File: config.mk
export PLATFORM = sky130hd
export DESIGN_NAME = color_sensor_two_point_normalizer_unit
export DESIGN_NICKNAME = d
export VERILOG_FILES = /design/src/sv/cspn_pkg.sv /design/src/sv/cspn_queue.sv /design/src/sv/cspn_front.sv /design/src/sv/cspn_back.sv /design/src/sv/color_sensor_two_point_normalizer_unit.sv
export SDC_FILE = /design/constraint.sdc
export NUM_CORES = 1
export LEC_CHECK = 0
export ABC_AREA = 1
export ABC_CLOCK_PERIOD_IN_PS = 10400
export BUFFER_PORTS_ARGS = -buffer_cell sky130_fd_sc_hd__clkbuf_2
export CAP_MARGIN = 20
export CORE_MARGIN = 10
export CORE_UTILIZATION = 65
export DETAILED_ROUTE_END_ITERATION = 8
export GPL_ROUTABILITY_DRIVEN = 0
export PLACE_DENSITY_LB_ADDON = 0.08
export SETUP_SLACK_MARGIN = 0.3
export SYNTH_ARGS = -nofsm -noshare
export SYNTH_HDL_FRONTEND = slang
export SYNTH_SLANG_ARGS = --single-unit
File: constraint.sdc
create_clock -name clk -period 10.4 [get_ports clk]
set_input_delay 1.04 -clock clk [delete_from_list [all_inputs] [get_ports clk]]
set_output_delay 1.04 -clock clk [all_outputs]
set_load 0.03 [all_outputs]
File: src/sv/cspn_pkg.sv
// cspn_pkg: shared types and constants for the color sensor two point normalizer
// used by cspn_front, cspn_queue, cspn_back and the top level; no dependencies
`timescale 1ns / 1ps
`default_nettype none

package cspn_pkg;

  // field widths
  localparam int CMD_W = 2;
  localparam int COL_W = 2;
  localparam int ADC_W = 10;
  localparam int LVL_W = 8;
  localparam int ST_W  = 2;
  localparam int SUM_W = 14;
  localparam int CNT_W = 4;
  localparam int AVG_W = SUM_W;

  // samples summed per reading, legal range 1..15
  localparam int RUN_LEN = 10;

  // average by reciprocal: floor(sum / RUN_LEN) exact for any 14-bit sum
  localparam int AVG_SHIFT   = 20;
  localparam int AVG_RECIP   = (2 ** AVG_SHIFT + RUN_LEN - 1) / RUN_LEN;
  localparam int AVG_RECIP_W = AVG_SHIFT + 1;
  localparam int AVG_PROD_W  = SUM_W + AVG_RECIP_W;

  // calibration byte: floor(x / 1023) by reciprocal, x = avg * 255
  localparam int DVD_W       = AVG_W + 8;
  localparam int CAL_SHIFT   = 32;
  localparam longint unsigned CAL_RECIP = ((64'd1 << CAL_SHIFT) + 64'd1022) / 64'd1023;
  localparam int CAL_RECIP_W = 23;
  localparam int CAL_PROD_W  = DVD_W + CAL_RECIP_W;

  // command codes
  localparam logic [CMD_W-1:0] CMD_SENSE = 2'd0;
  localparam logic [CMD_W-1:0] CMD_BLACK = 2'd1;
  localparam logic [CMD_W-1:0] CMD_WHITE = 2'd2;

  // highest legal color code
  localparam logic [COL_W-1:0] COL_BLUE = 2'd2;

  // status codes
  localparam logic [ST_W-1:0] ST_OK     = 2'd0;
  localparam logic [ST_W-1:0] ST_STORED = 2'd1;
  localparam logic [ST_W-1:0] ST_UNCAL  = 2'd2;
  localparam logic [ST_W-1:0] ST_DEGEN  = 2'd3;

  // input word
  typedef struct packed {
    logic [CMD_W-1:0] command;
    logic [COL_W-1:0] color;
    logic [ADC_W-1:0] sample;
  } item_t;

  // result word
  typedef struct packed {
    logic [COL_W-1:0] out_color;
    logic [LVL_W-1:0] value;
    logic [ST_W-1:0]  status;
  } result_t;

  // closed reading handed from front to back
  typedef struct packed {
    logic [CMD_W-1:0] command;
    logic [COL_W-1:0] color;
    logic [AVG_W-1:0] avg;
  } job_t;

endpackage

`default_nettype wire

File: src/sv/cspn_queue.sv
// cspn_queue: two-entry queue of closed readings between front and back
// depends on cspn_pkg (job_t)
`timescale 1ns / 1ps
`default_nettype none

module cspn_queue (
  input  wire logic          clk,
  input  wire logic          rst,
  input  wire logic          wr,
  input  cspn_pkg::job_t     wr_job,
  output logic               full,
  input  wire logic          rd,
  output cspn_pkg::job_t     rd_job,
  output logic               empty
);

  cspn_pkg::job_t entries [2];
  logic           wr_ptr;
  logic           rd_ptr;
  logic [1:0]     count;
  logic           do_wr;
  logic           do_rd;

  // status and handshakes
  always_comb begin
    full   = (count == 2'd2);
    empty  = (count == 2'd0);
    do_wr  = wr && !full;
    do_rd  = rd && !empty;
    rd_job = entries[rd_ptr];
  end

  // storage
  always_ff @(posedge clk) begin
    if (do_wr) begin
      entries[wr_ptr] <= wr_job;
    end
  end

  // pointers and fill count
  always_ff @(posedge clk) begin
    if (rst) begin
      wr_ptr <= 1'b0;
      rd_ptr <= 1'b0;
      count  <= 2'd0;
    end else begin
      if (do_wr) begin
        wr_ptr <= ~wr_ptr;
      end
      if (do_rd) begin
        rd_ptr <= ~rd_ptr;
      end
      if (do_wr && !do_rd) begin
        count <= count + 2'd1;
      end else if (do_rd && !do_wr) begin
        count <= count - 2'd1;
      end
    end
  end

endmodule

`default_nettype wire

File: src/sv/cspn_front.sv
// cspn_front: accepts sample words, sums runs and hands closed readings on
// depends on cspn_pkg (item_t, job_t, run constants)
`timescale 1ns / 1ps
`default_nettype none

module cspn_front (
  input  wire logic          clk,
  input  wire logic          rst,
  input  wire logic          push,
  input  cspn_pkg::item_t    item,
  output logic               full,
  output logic               q_wr,
  output cspn_pkg::job_t     q_job,
  input  wire logic          q_full
);

  localparam logic [cspn_pkg::CNT_W-1:0] RunLenC = cspn_pkg::CNT_W'(cspn_pkg::RUN_LEN);
  localparam logic [cspn_pkg::AVG_RECIP_W-1:0] AvgRecipC =
    cspn_pkg::AVG_RECIP_W'(cspn_pkg::AVG_RECIP);

  // run registers
  logic [cspn_pkg::SUM_W-1:0] run_sum;
  logic [cspn_pkg::CNT_W-1:0] run_count;
  logic [cspn_pkg::CMD_W-1:0] run_command;
  logic [cspn_pkg::COL_W-1:0] run_color;

  // closing stage
  logic                       close_valid;
  logic [cspn_pkg::SUM_W-1:0] close_sum;
  logic [cspn_pkg::CMD_W-1:0] close_command;
  logic [cspn_pkg::COL_W-1:0] close_color;

  logic                            accept;
  logic                            legal;
  logic                            restart;
  logic [cspn_pkg::SUM_W-1:0]      sum_next;
  logic [cspn_pkg::CNT_W-1:0]      count_next;
  logic                            closes;
  logic [cspn_pkg::AVG_PROD_W-1:0] avg_prod;

  // accept and run bookkeeping
  always_comb begin
    full       = close_valid && q_full;
    accept     = push && !full;
    legal      = (item.command <= cspn_pkg::CMD_WHITE) && (item.color <= cspn_pkg::COL_BLUE);
    restart    = (run_count != '0) &&
                 ((item.command != run_command) || (item.color != run_color));
    sum_next   = (restart ? '0 : run_sum) + cspn_pkg::SUM_W'(item.sample);
    count_next = (restart ? '0 : run_count) + cspn_pkg::CNT_W'(1);
    closes     = (count_next >= RunLenC);
  end

  // average of a closed run and hand-off to the queue
  always_comb begin
    avg_prod    = cspn_pkg::AVG_PROD_W'(close_sum) * cspn_pkg::AVG_PROD_W'(AvgRecipC);
    q_wr        = close_valid;
    q_job.command = close_command;
    q_job.color   = close_color;
    q_job.avg     = avg_prod[cspn_pkg::AVG_SHIFT +: cspn_pkg::AVG_W];
  end

  // run state
  always_ff @(posedge clk) begin
    if (rst) begin
      run_sum     <= '0;
      run_count   <= '0;
      run_command <= '0;
      run_color   <= '0;
    end else if (accept && legal) begin
      run_command <= item.command;
      run_color   <= item.color;
      if (closes) begin
        run_sum   <= '0;
        run_count <= '0;
      end else begin
        run_sum   <= sum_next;
        run_count <= count_next;
      end
    end
  end

  // closing stage control
  always_ff @(posedge clk) begin
    if (rst) begin
      close_valid <= 1'b0;
    end else if (accept && legal && closes) begin
      close_valid <= 1'b1;
    end else if (close_valid && !q_full) begin
      close_valid <= 1'b0;
    end
  end

  // closing stage payload
  always_ff @(posedge clk) begin
    if (accept && legal && closes) begin
      close_sum     <= sum_next;
      close_command <= item.command;
      close_color   <= item.color;
    end
  end

endmodule

`default_nettype wire

File: src/sv/cspn_back.sv
// cspn_back: stores calibration levels and normalizes sense readings
// depends on cspn_pkg (job_t, result_t, codes); holds an 8-step divider
`timescale 1ns / 1ps
`default_nettype none

module cspn_back (
  input  wire logic          clk,
  input  wire logic          rst,
  input  cspn_pkg::job_t     q_job,
  input  wire logic          q_empty,
  output logic               q_rd,
  output cspn_pkg::result_t  result,
  output logic               empty,
  input  wire logic          pop
);

  typedef enum logic [4:0] {
    S_IDLE = 5'b00001,
    S_PREP = 5'b00010,
    S_CAL  = 5'b00100,
    S_DIV  = 5'b01000,
    S_DONE = 5'b10000
  } state_t;

  localparam logic [cspn_pkg::CAL_RECIP_W-1:0] CalRecipC =
    cspn_pkg::CAL_RECIP_W'(cspn_pkg::CAL_RECIP);

  // b * 1023 / 255 == 4 * b + b / 85
  function automatic logic [cspn_pkg::ADC_W-1:0] expand(input logic [cspn_pkg::LVL_W-1:0] b);
    logic [1:0] extra;
    extra = (b == 8'd255) ? 2'd3 :
            ((b >= 8'd170) ? 2'd2 : ((b >= 8'd85) ? 2'd1 : 2'd0));
    return {b, 2'b00} + cspn_pkg::ADC_W'(extra);
  endfunction

  state_t state;

  // calibration store
  logic [cspn_pkg::LVL_W-1:0] black_level [3];
  logic [cspn_pkg::LVL_W-1:0] white_level [3];
  logic [1:0]                 level_known [3];

  // working registers
  cspn_pkg::job_t                  job;
  logic [cspn_pkg::CAL_PROD_W-1:0] cal_prod;
  logic [cspn_pkg::ADC_W-1:0]      diff;
  logic [cspn_pkg::ADC_W-1:0]      rem;
  logic [7:0]                      dvd_lo;
  logic [cspn_pkg::LVL_W-1:0]      quo;
  logic [2:0]                      step;
  logic [cspn_pkg::LVL_W-1:0]      val;
  logic [cspn_pkg::ST_W-1:0]       status;

  // result register
  cspn_pkg::result_t res;
  logic              res_valid;

  // sense preparation
  logic [1:0]                  col_idx;
  logic [cspn_pkg::ADC_W-1:0]  lo;
  logic [cspn_pkg::ADC_W-1:0]  hi;
  logic                        known;
  logic [cspn_pkg::AVG_W-1:0]  num;
  logic [cspn_pkg::DVD_W-1:0]  dvd;
  logic [cspn_pkg::DVD_W-1:0]  cal_x;
  logic                        above;
  logic                        sat;
  logic [cspn_pkg::AVG_W-1:0]  cal_q;
  logic [cspn_pkg::ADC_W:0]    rem2;
  logic                        fits;
  logic                        res_free;

  always_comb begin
    col_idx = (job.color > cspn_pkg::COL_BLUE) ? 2'd0 : job.color;
    lo      = expand(black_level[col_idx]);
    hi      = expand(white_level[col_idx]);
    known   = (level_known[col_idx] == 2'b11);
    above   = (job.avg > cspn_pkg::AVG_W'(lo));
    num     = job.avg - cspn_pkg::AVG_W'(lo);
    dvd     = (cspn_pkg::DVD_W'(num) << 8) - cspn_pkg::DVD_W'(num);
    sat     = (dvd[cspn_pkg::DVD_W-1:8] >= cspn_pkg::AVG_W'(hi - lo));
    cal_x   = (cspn_pkg::DVD_W'(job.avg) << 8) - cspn_pkg::DVD_W'(job.avg);
    cal_q   = cal_prod[cspn_pkg::CAL_SHIFT +: cspn_pkg::AVG_W];
  end

  // one restoring divide step
  always_comb begin
    rem2 = {rem, dvd_lo[7]};
    fits = (rem2 >= {1'b0, diff});
  end

  // handshakes
  always_comb begin
    q_rd     = (state == S_IDLE) && !q_empty;
    res_free = !res_valid || pop;
    empty    = !res_valid;
    result   = res;
  end

  // sequencer
  always_ff @(posedge clk) begin
    if (rst) begin
      state <= S_IDLE;
    end else begin
      unique case (state)
        S_IDLE: begin
          if (!q_empty) begin
            state <= S_PREP;
          end
        end
        S_PREP: begin
          if (job.command != cspn_pkg::CMD_SENSE) begin
            state <= S_CAL;
          end else if (known && (hi > lo) && above && !sat) begin
            state <= S_DIV;
          end else begin
            state <= S_DONE;
          end
        end
        S_CAL: begin
          state <= S_DONE;
        end
        S_DIV: begin
          if (step == 3'd7) begin
            state <= S_DONE;
          end
        end
        S_DONE: begin
          if (res_free) begin
            state <= S_IDLE;
          end
        end
        default: begin
          state <= S_IDLE;
        end
      endcase
    end
  end

  // datapath registers
  always_ff @(posedge clk) begin
    if (q_rd) begin
      job <= q_job;
    end
    if (state == S_PREP) begin
      cal_prod <= cspn_pkg::CAL_PROD_W'(cal_x) * cspn_pkg::CAL_PROD_W'(CalRecipC);
      diff     <= hi - lo;
      rem      <= dvd[8 +: cspn_pkg::ADC_W];
      dvd_lo   <= dvd[7:0];
      quo      <= '0;
      step     <= '0;
      if (job.command != cspn_pkg::CMD_SENSE) begin
        status <= cspn_pkg::ST_STORED;
      end else if (!known) begin
        status <= cspn_pkg::ST_UNCAL;
      end else if (hi <= lo) begin
        status <= cspn_pkg::ST_DEGEN;
      end else begin
        status <= cspn_pkg::ST_OK;
      end
      // quotient above the byte range saturates
      val <= ((job.command == cspn_pkg::CMD_SENSE) && known && (hi > lo) && above && sat) ?
             '1 : '0;
    end
    if (state == S_CAL) begin
      val <= (cal_q > cspn_pkg::AVG_W'(255)) ? '1 : cal_q[cspn_pkg::LVL_W-1:0];
    end
    if (state == S_DIV) begin
      rem    <= fits ? cspn_pkg::ADC_W'(rem2 - {1'b0, diff}) : rem2[cspn_pkg::ADC_W-1:0];
      dvd_lo <= {dvd_lo[6:0], 1'b0};
      quo    <= {quo[6:0], fits};
      step   <= step + 3'd1;
      if (step == 3'd7) begin
        val <= {quo[6:0], fits};
      end
    end
  end

  // calibration store updates
  always_ff @(posedge clk) begin
    if (rst) begin
      for (int i = 0; i < 3; i++) begin
        black_level[i] <= '0;
        white_level[i] <= '0;
        level_known[i] <= '0;
      end
    end else if (state == S_CAL) begin
      if (job.command == cspn_pkg::CMD_BLACK) begin
        black_level[col_idx] <=
          (cal_q > cspn_pkg::AVG_W'(255)) ? '1 : cal_q[cspn_pkg::LVL_W-1:0];
        level_known[col_idx] <= level_known[col_idx] | 2'b01;
      end else begin
        white_level[col_idx] <=
          (cal_q > cspn_pkg::AVG_W'(255)) ? '1 : cal_q[cspn_pkg::LVL_W-1:0];
        level_known[col_idx] <= level_known[col_idx] | 2'b10;
      end
    end
  end

  // result register control
  always_ff @(posedge clk) begin
    if (rst) begin
      res_valid <= 1'b0;
    end else if ((state == S_DONE) && res_free) begin
      res_valid <= 1'b1;
    end else if (pop) begin
      res_valid <= 1'b0;
    end
  end

  // result register payload
  always_ff @(posedge clk) begin
    if ((state == S_DONE) && res_free) begin
      res.out_color <= job.color;
      res.value     <= val;
      res.status    <= status;
    end
  end

endmodule

`default_nettype wire

File: src/sv/color_sensor_two_point_normalizer_unit.sv
// color_sensor_two_point_normalizer_unit: top level of the two point normalizer
// depends on cspn_pkg, cspn_front, cspn_queue and cspn_back
//
//   port group   | handshake            | word
//   -------------+----------------------+--------------------------------------
//   input        | push / full          | item   : command, color, sample
//   result       | empty / pop          | result : out_color, value, status
//
// a sample word is taken whenever full is low; the tenth word of a run moves the
// reading into the front closing stage, where the average is formed, and it waits
// there until the two-entry queue has a slot. the back steps a calibration through
// prep, cal and done, a sense that needs no division through prep and done, and one
// that does through prep, the one bit per cycle divider and done.
// rst is synchronous and clears run state, calibration levels and queues.
// full rises only while a closed reading waits for a queue slot.
`timescale 1ns / 1ps
`default_nettype none

module color_sensor_two_point_normalizer_unit (
  input  wire logic          clk,
  input  wire logic          rst,
  input  wire logic          push,
  input  cspn_pkg::item_t    item,
  output logic               full,
  output cspn_pkg::result_t  result,
  output logic               empty,
  input  wire logic          pop
);

  logic           fq_wr;
  logic           fq_full;
  cspn_pkg::job_t fq_job;
  logic           bq_rd;
  logic           bq_empty;
  cspn_pkg::job_t bq_job;

  // run accumulation
  cspn_front u_front (
    .clk    (clk),
    .rst    (rst),
    .push   (push),
    .item   (item),
    .full   (full),
    .q_wr   (fq_wr),
    .q_job  (fq_job),
    .q_full (fq_full)
  );

  // closed readings between the two halves
  cspn_queue u_queue (
    .clk    (clk),
    .rst    (rst),
    .wr     (fq_wr),
    .wr_job (fq_job),
    .full   (fq_full),
    .rd     (bq_rd),
    .rd_job (bq_job),
    .empty  (bq_empty)
  );

  // calibration and normalization
  cspn_back u_back (
    .clk     (clk),
    .rst     (rst),
    .q_job   (bq_job),
    .q_empty (bq_empty),
    .q_rd    (bq_rd),
    .result  (result),
    .empty   (empty),
    .pop     (pop)
  );

endmodule

`default_nettype wire

# [After elaboration in Yosys (flattened, before gate mapping)]
# Memories as Yosys holds them, arrays and structs flattened. A register that Yosys moved wholly into a read port is not among the register bits.
# Cells that the tools add are included.
[word_totals] reg_bits=165 ram_bits=84 input_bits=18 out_inout_bits=14 word_cells=178 memories=4
[memory_table] memory="u_queue.entries" words=2 width=15 rd=1 rd_clocked_by_memory_dff=1 wr=1 line="cspn_queue.sv:17" source="cspn_pkg::job_t entries [2];"
[memory_table] memory="u_back.black_level" words=3 width=8 rd=1 rd_clocked_by_memory_dff=0 wr=3 line="cspn_back.sv:39" source="logic [cspn_pkg::LVL_W-1:0] black_level [3];"
[memory_table] memory="u_back.white_level" words=3 width=8 rd=1 rd_clocked_by_memory_dff=0 wr=3 line="cspn_back.sv:40" source="logic [cspn_pkg::LVL_W-1:0] white_level [3];"
[memory_table] memory="u_back.level_known" words=3 width=2 rd=1 rd_clocked_by_memory_dff=0 wr=3 line="cspn_back.sv:41" source="logic [1:0] level_known [3];"
[op_classes] n_addsub=13 n_mul=2 n_lt_le_gt_ge=13 n_eq_ne=16 muxes=61 n_bitwise=3 reduce_logical=40
[op_table] operator="$mux W8" count=9
[op_table] operator="$sub A22 B14 Y22" count=2
[op_table] operator="$mul A22 B23 Y40 const B" count=1
[op_table] operator="$mul A14 B16 Y30 const B" count=1
[op_table] operator="$mux W10" count=3
[op_table] operator="$mux W14" count=2
[op_table] operator="$mux W2" count=14
[op_table] operator="$mux W5" count=5
[op_table] operator="$pmux W5 S5" count=1
[op_table] operator="$mux W1" count=21
[op_table] operator="$add A10 B2 Y10" count=2
[op_table] operator="$sub A10 B10 Y10" count=2
[op_table] operator="$logic_and A1 B1 Y1" count=19
[op_table] operator="$eq A8 B8 Y1 const B" count=2
[op_table] operator="$ge A8 B7 Y1 const B" count=2
[op_table] operator="$ge A8 B8 Y1 const B" count=2
[op_table] operator="$reduce_or A8 Y1" count=2
[op_table] operator="$add A14 B10 Y14" count=1
[op_table] operator="$ge A14 B14 Y1" count=1
[op_table] operator="$gt A14 B10 Y1" count=1
[op_table] operator="$mux W7" count=2
[op_table] operator="$sub A14 B10 Y14" count=1
[op_table] operator="$ge A11 B10 Y1" count=1
[op_table] operator="$sub A10 B10 Y11" count=1
[op_table] operator="other kinds (31)" count=50

# [Logic depth before layout (Yosys ltp)]
# Gate-level depths: netlist of the first run.
# An unclocked memory read counts as a cell.
[logic_depth] word_depth=17 ltp_mapped=46 mapped_depth_nobuf=44

# [Cells and area by module]
# A second synthesis of the first run with hierarchy kept.
[unflattened] cells_unflattened=2251 hier_area_um2=20061.7
[modules_own_cells] mod="cspn_back" instances=1 cells_per_inst=1429 area_each_um2=12549.5 seq_area_each_um2=4774.6
[modules_own_cells] mod="cspn_front" instances=1 cells_per_inst=729 area_each_um2=5906.9 seq_area_each_um2=1001.0
[modules_own_cells] mod="cspn_queue" instances=1 cells_per_inst=93 area_each_um2=1605.3 seq_area_each_um2=1181.1

# [Worst setup path after synthesis of the first run]
# No wires, ideal clock.
[synth_path] path_kind="flip-flop to flip-flop" startpoint="register u_back.job[15] (netlist name)" endpoint="register u_back.val[0] (netlist name)" setup_time_ns=0.074 arrival_ns=5.955 required_time_ns=10.326 path_slack_ns=4.371 path_stages_with_launch=41 n_path_buf=3 synth_period_minus_slack_ns=6.029 cell_sequence="edfxtp_1 inv_1 ha_1 buf_6 clkbuf_1 buf_2 nand2_1 a32oi_1 inv_1 a31oi_1 inv_1 o21ai_0 o21ai_0 ha_1 fa_1 o21ai_2 nand2_1 nand2_1 [... 5 more ...] ha_1 nand2_1 inv_1 nand2_1 nor3_2 nand2_1 nand3_1 nand2_1 and2_1 ha_1 nand2_1 nor4_1 nand2_1 nand3_1 nand2_1 nor2_4 o21ai_1 a31oi_1"
[synth_via] elab_chain_cells=17 elab_cells_between_ends=35 classes_between="5 x add/sub; 8 x order compare; 3 x eq/ne; 12 x mux; 4 x reduce/logical; 3 x memory"
[synth_rtl] element="$gt A2 B2 Y1" line="cspn_back.sv:74" source="col_idx = (job.color > cspn_pkg::COL_BLUE) ? 2'd0 : job.color;"
[synth_rtl] element="$mux W2 *" line="cspn_back.sv:74"
[synth_rtl] element="$mem_v2 Z3 W8 (on tied branches)"
[synth_rtl] element="$ge A8 B7 Y1" line="cspn_back.sv:32" source="((b >= 8'd170) ? 2'd2 : ((b >= 8'd85) ? 2'd1 : 2'd0));"
[synth_rtl] element="$mux W1" line="cspn_back.sv:32"
[synth_rtl] element="$mux W2" line="cspn_back.sv:32"
[synth_rtl] element="$mux W2" line="cspn_back.sv:31" source="extra = (b == 8'd255) ? 2'd3 :"
[synth_rtl] element="$add A10 B2 Y10" line="cspn_back.sv:33" source="return {b, 2'b00} + cspn_pkg::ADC_W'(extra);"
[synth_rtl] element="$sub A14 B10 Y14 or $gt A10 B10 Y1 (tied branches)" line="cspn_back.sv:79, cspn_back.sv:162"
[synth_rtl] element="$sub A22 B14 Y22 or $logic_and A1 B1 Y1 (tied branches)" line="cspn_back.sv:80, cspn_back.sv:162"
[synth_rtl] element="$ge A14 B14 Y1 or $logic_and A1 B1 Y1 (tied branches)" line="cspn_back.sv:81, cspn_back.sv:162"
[synth_rtl] element="$logic_and A1 B1 Y1 *" line="cspn_back.sv:162" source="val <= ((job.command == cspn_pkg::CMD_SENSE) && known && (hi > lo) && above && sat) ?"
[synth_rtl] element="$mux W8 *" line="cspn_back.sv:162"
[synth_rtl] element="$mux W8 *" line="cspn_back.sv:145" source="if (state == S_PREP) begin"
[synth_rtl] element="$mux W8 *" line="cspn_back.sv:165" source="if (state == S_CAL) begin"
[synth_rtl] element="$mux W8" line="cspn_back.sv:173" source="if (step == 3'd7) begin"
[synth_rtl] element="$mux W8 *" line="cspn_back.sv:168" source="if (state == S_DIV) begin"
[synth_rtl] element="end signal, assigned" line="cspn_back.sv:162"
[synth_rtl] element="end signal, assigned" line="cspn_back.sv:166" source="val <= (cal_q > cspn_pkg::AVG_W'(255)) ? '1 : cal_q[cspn_pkg::LVL_W-1:0];"
[synth_rtl] element="end signal, assigned" line="cspn_back.sv:174" source="val <= {quo[6:0], fits};"
[synth_rtl] element="end, declared" line="cspn_back.sv:51" source="logic [cspn_pkg::LVL_W-1:0] val;"
# Mark *: on every way between the ends. The rest lies on a longest branch, timed or not.
# A chain may end at the register's enable or synchronous reset.

# [Final worst setup path of the first run]
[layout_path] startpoint="register u_back.job[15] (netlist name)" endpoint="register u_back.val[0] (netlist name)"
[layout_via] elab_chain_cells=17 elab_cells_between_ends=35 classes_between="5 x add/sub; 8 x order compare; 3 x eq/ne; 12 x mux; 4 x reduce/logical; 3 x memory"
[layout_rtl] element="$gt A2 B2 Y1" line="cspn_back.sv:74"
[layout_rtl] element="$mux W2 *" line="cspn_back.sv:74"
[layout_rtl] element="$mem_v2 Z3 W8 (on tied branches)"
[layout_rtl] element="$ge A8 B7 Y1" line="cspn_back.sv:32"
[layout_rtl] element="$mux W1" line="cspn_back.sv:32"
[layout_rtl] element="$mux W2" line="cspn_back.sv:32"
[layout_rtl] element="$mux W2" line="cspn_back.sv:31"
[layout_rtl] element="$add A10 B2 Y10" line="cspn_back.sv:33"
[layout_rtl] element="$sub A14 B10 Y14 or $gt A10 B10 Y1 (tied branches)" line="cspn_back.sv:79, cspn_back.sv:162"
[layout_rtl] element="$sub A22 B14 Y22 or $logic_and A1 B1 Y1 (tied branches)" line="cspn_back.sv:80, cspn_back.sv:162"
[layout_rtl] element="$ge A14 B14 Y1 or $logic_and A1 B1 Y1 (tied branches)" line="cspn_back.sv:81, cspn_back.sv:162"
[layout_rtl] element="$logic_and A1 B1 Y1 *" line="cspn_back.sv:162"
[layout_rtl] element="$mux W8 *" line="cspn_back.sv:162"
[layout_rtl] element="$mux W8 *" line="cspn_back.sv:145"
[layout_rtl] element="$mux W8 *" line="cspn_back.sv:165"
[layout_rtl] element="$mux W8" line="cspn_back.sv:173"
[layout_rtl] element="$mux W8 *" line="cspn_back.sv:168"
# Marked as above.

==> out/metrics.yaml, run 1 <==
run_status:
  status: "finished clean"
timing:
  fin_crit_ns: 7.13
  slew_viol_final: 0
  skew_ns: 0.0209
  setup_violations: 0
  max_freq_mhz: 140
  grt_setup_unrepaired: "no"
  worstMarginPinSlew_ns: 1.04
  tns_ns: 0
  period_share: 0.685
  hold_viol: 0
  max_slew_margin: 0.298
global_routing:
  overflow: 0
  grt_pass1_vias: 14600
  antenna_found_initial: 0
  grt_max_degree: 39
  grt_first_pass_wirelength_mm: 71.2
  grt_usage: 0.236
worst_setup_path:
  cpPeakStageDelay_ns: 0.46
  critPathSlowestCell: "inv_2"
  path_class: "reg -> reg"
  cp.arrival_ns: 7.58
  endpoint_kind: "flop"
  cp_common_cell: "nand2_1"
  required_ns: 10.86
  worstPathMaxFanout: 38
  crit_path_start_kind: "flop"
cts:
  postCtsSetupBuffers: 0
  cts_buffers: 26
  clk_path_buf_depth: 3
  clock-sinks: 236
  cts-root-buf: "clkbuf_16"
  htree_levels: 1
  clk_pin_slew_ns: 0.06
  clock_latency_ns: 0.54
  ctsResizeCount: 0
  cts-hold-fix-buffers: 0
  cts_tree: "done"
synth:
  synth-seq-area-share: 0.344
  synth_area_leaders: "edfxtp_1 (30%), ha_1 (21%), fa_1 (7.4%)"
  synth_top_area_cell: "edfxtp_1"
  yosys_warnings: 0
  synth_edf_count: 194
  async_flop_share: 0
  synth.avg_cell_area_um2: 8.97
  syn_nets: 2573
  synthCells: 2162
  synthDominantCellAreaShare: 0.300
  synthFlopType: "edfxtp_1"
  mappedNetlistArea_mm2: 0.0194
  synth_cell_type_count: 66
  ys_seq_elements: 236
route:
  viasPerCell: 5.68
  drt-total-wl_mm: 43.7
  vias: 14800
  drt_iter0_markers: 992
  ant_nets: 0
  wl_per_cell_um: 16.8
  firstDrtPassIters: 5
  drcViolationCount: 0
final_layout:
  multi_input_area_mm2: 0.0113
  nets: 2611
  antenna_cells: 0
  drive_above_1_share: 0.0685
  final_common_cell: "nand2_1"
  mostFrequentLayoutCells: "nand2_1 (379), inv_1 (338), ha_1 (321)"
  syn2layout_area_growth_pct: 7.47
  fin_cells: 2609
  seq_area_mm2: 0.00667
  nFillCells: 2293
floorplanning:
  dieArea_mm2: 0.0372
  row_count: 63
  ios: 32
  die_y_um: 193
  core_area_mm2: 0.0296
  initial_core_util: 0.656
  fp.dieW_um: 193
power:
  power.density_mw_per_mm2: 322
  vdd_drop_max_uv: 251
  leakagePower_nw: 9.98
placement:
  dp_cells: 2561
  hpwl_mm: 34.8
  portBuffers: 31
hold_path:
  min_path_type: "reg -> reg"
flow_run:
  max-cap-violations: 0
[routing by layer]
| layer | wire length [µm] | GRT usage | share of wire |
|---|---|---|---|
| met1 | 18900 | 0.301 | 0.43 |
| met2 | 21700 | 0.416 | 0.50 |
| met3 | 2110 | 0.0244 | 0.048 |
| met4 | 1050 | 0.0680 | 0.024 |
| met5 | 0 | 0 | 0 |
[report_power, final]
group | internal (mW) | leakage (nW) | total, mW | switching, mW
Sequential | 1.18 | 2.18 | 1.25 | 0.0760
Clock | 0.559 | 0.423 | 0.933 | 0.374
Combinational | 1.64 | 7.37 | 4.53 | 2.89
Total | 3.38 | 9.98 | 6.72 | 3.34
[path summary, 6_finish.rpt]
check                                         to             start  cells past startpoint  slack [ns]
worst max register to register     u_back.val[0]    u_back.job[15]                     41        3.27
worst max-delay path               u_back.val[0]    u_back.job[15]                     41        3.27
worst min-delay path            u_back.result[0]  u_back.status[0]                      0        0.42
worst min register to register  u_back.result[0]  u_back.status[0]                      0        0.42
[logic make-up (layout without fill, tap and decap cells)]
logic type                 count (synthesis)  in the layout  synth area share
and+or+nand+nor                          775            775             0.173
adders and majority gates                393            393             0.281
buffers and inverters                    377            434            0.0744
AOI/OAI and AO/OA                        311            311            0.0938
DFF                                      236            236             0.344
xor gates and xnor gates                  70             70            0.0337
[worst max-delay path, delay by kind of cell, from the launching register on]
kind	cells	cell delay, ns
AOI/OAI and AO/OA	9	1.47
and+or+nand+nor	20	2.31
adders and majority gates	5	1.53
buffers and inverters	7	1.29
DFF	1	0.40
[registers in the layout, summed over array words and instances (netlist names), 10 cells and up]
signal / flops
u_back.job: 15
u_back.rem: 10
u_back.white_level: 32
u_back.result: 12
u_front.close_sum: 14
u_front.run_sum: 14
u_queue.entries: 30
u_back.black_level: 32
u_back.diff: 10
[through the flow]
stage / area [µm²] / utilization / hold slack (ns) / power, mW / worst slack, ns
after global routing: 20900 / 0.705 / 0.442 / 7.39 / 2.50
after global placement: 20000 / 0.676 / 0.401 / 5.58 / 3.60
after detailed placement: 20000 / 0.676 / 0.409 / 5.72 / 3.35
after floorplan: 19400 / - / 0.400 / 4.60 / 4.37
after CTS: 20800 / 0.705 / 0.423 / 6.69 / 3.32
final: 20900 / 0.705 / 0.422 / 6.72 / 3.27
[layout make-up]
type                            count  area share
Multi-Input combinational cell   1549       0.542
Tap cell                          390      0.0234
Clock inverter                     18     0.00990
Timing Repair Buffer               41      0.0110
Inverter                          346      0.0623
Sequential cell                   236       0.320
Clock buffer                       29      0.0317
[Yosys cell counts, drive strengths merged (2+ instances only)]
master    n
o21bai    3
nor2    238
nor3     20
dfxtp    42
o21ai    92
a21boi    4
buf      10
o221ai    2
edfxtp  194
o21a      5
nand4    21
xnor2    19
nand2   401
and2      7
a32oi    12
nand3    61
a31oi    11
o22ai    11
fa       72
or2      11
o211ai   10
a32o      4
inv     345
a21oi   136
o31ai     5
a211oi    3
or4       2
ha      321
clkbuf   21
a21o      6
nor4     10
xor2     51
Note: power is estimated with default switching activity, not from simulation.
==> run 2, diff against run 1 <==
ABC_CLOCK_PERIOD_IN_PS = 6000   (was 10400)
CORE_UTILIZATION = 59   (was 65)
clock period = 6 ns   (was 10.4 ns; I/O delays follow)
==> run 2 against run 1 <==
Compared with the run above:
- sequential share of layout area shrank 2.6 points
- count of clock-buffer cells in the layout grew 3
- first-iteration DRC count shrank 17%
- flip-flop and latch count is the same
- critical path depth shrank 12
- global-route usage shrank 1.9 points
- fmax grew 24%
- highest routed layer unchanged
- die area grew 9.1%
==> out/metrics.yaml, run 2 (synthesis results as in run 1) <==
run_status:
  status: "finished clean"
route:
  viasPerCell: 5.52
  vias: 15200
  drt_iter0_markers: 821
  drt-total-wl_mm: 47.8
  firstDrtPassIters: 6
  drcViolationCount: 0
  wl_per_cell_um: 17.4
  ant_nets: 0
global_routing:
  grt_max_degree: 28
  grt_first_pass_wirelength_mm: 73.0
  antenna_found_initial: 0
  grt_pass1_vias: 14900
  grt_usage: 0.217
  overflow: 0
timing:
  max_slew_margin: 0.362
  worstMarginPinSlew_ns: 0.956
  max_freq_mhz: 174
  setup_violations: 0
  tns_ns: 0
  period_share: 0.958
  grt_setup_unrepaired: "yes"
  fin_crit_ns: 5.75
  skew_ns: 0.0167
  whs_ns: 0.296
  setup_ws_ns: 0.251
  hold_viol: 0
  slew_viol_final: 0
hold_path:
  worstHoldPathCells: 1
  min_path_type: "in -> reg"
final_layout:
  syn2layout_area_growth_pct: 17.1
  drive_above_1_share: 0.180
  nets: 2696
  antenna_cells: 0
  top_regs: "u_back.black_level (32), u_back.white_level (32), u_queue.entries (30)"
  final_common_cell: "nand2_1"
  mostFrequentLayoutCells: "nand2_1 (354), inv_1 (317), ha_1 (267)"
cts:
  clk_pin_slew_ns: 0.06
  clock-sinks: 236
  clock_latency_ns: 0.56
  cts-hold-fix-buffers: 0
  cts_tree: "done"
  cts-root-buf: "clkbuf_16"
  cts_buffers: 26
  clk_path_buf_depth: 3
  htree_levels: 1
placement:
  portBuffers: 31
  dp_slack_ns: 0.0152
  hpwl_mm: 35.8
floorplanning:
  row_count: 66
  initial_core_util: 0.598
  core_area_mm2: 0.0325
  dieArea_mm2: 0.0405
  die_y_um: 201
  ios: 32
  fp.dieW_um: 201
worst_setup_path:
  timing.critical_path.buf_inv: 5
  critPathSlowestCell: "or4_4"
  path_delay_family: "adder cells"
  worstPathMaxFanout: 3
  crit_cells: 29
  cp_common_cell: "ha_4"
  cpPeakStageDelay_ns: 0.58
  required_ns: 6.30
  crit_path_start_kind: "flop"
  endpoint_kind: "flop"
  path_class: "reg -> reg"
  cp.arrival_ns: 6.05
  reg2regPathDepth: 29
flow_run:
  max-cap-violations: 0
[run 2: cell count changes in the layout (fill, tap and decap cells not counted), sizes merged]
cell and change:
buf +83, clkbuf +4, inv +3, bufinv -2, clkinv -2
[run 2: path summary, 6_finish.rpt]
kind / start / endpoint / slack (ns)
setup / recovery: u_back.job[1] / u_back.cal_prod[39] / 0.25
hold / removal: item[12] / u_front.close_command[0] / 0.30
setup reg to reg: u_back.job[1] / u_back.cal_prod[39] / 0.25
hold reg to reg: u_back.status[0] / u_back.result[0] / 0.42
[run 2: routing by layer]
metal | up-vias | wire (µm) | GRT usage
met5 | - | 0 | 0
met4 | 0 | 1870 | 0.0760
met3 | 116 | 2230 | 0.0236
met2 | 386 | 23500 | 0.378
met1 | 7170 | 20200 | 0.275
li1 | 7505 | - | -
[run 2: what timing repair did]
action / CTS / global route
setup buffers: 9 / 20
pin swaps: 16 / 76
setup endpoints to repair: 17 / 24
resized for setup: 42 / 171
cloned: 0 / 1
[run 2: area by class of cell]
class / instances / area [µm²]
clock inverter: 16 / 166
fill: 2429 / 9730
tap: 442 / 553
inverter: 346 / 1320
clock buffer: 32 / 713
timing repair inverter: 1 / 6.26
timing repair buffer: 125 / 903
multi-input combinational: 1549 / 12400
sequential: 236 / 6670
[run 2: through the flow]
step | utilization | instances | area (µm²)
final | 0.700 | 2747 | 22700
after global routing | 0.700 | 2747 | 22700
after CTS | 0.665 | 2724 | 21600
after detailed placement | 0.631 | 2667 | 20500
after global placement | 0.631 | 2667 | 20500
after floorplan | - | 2162 | 19400
Power of run 2 is left out: the tool's default activity adds up to more than one toggle a clock period on the data nets, which glitch-free logic cannot reach.
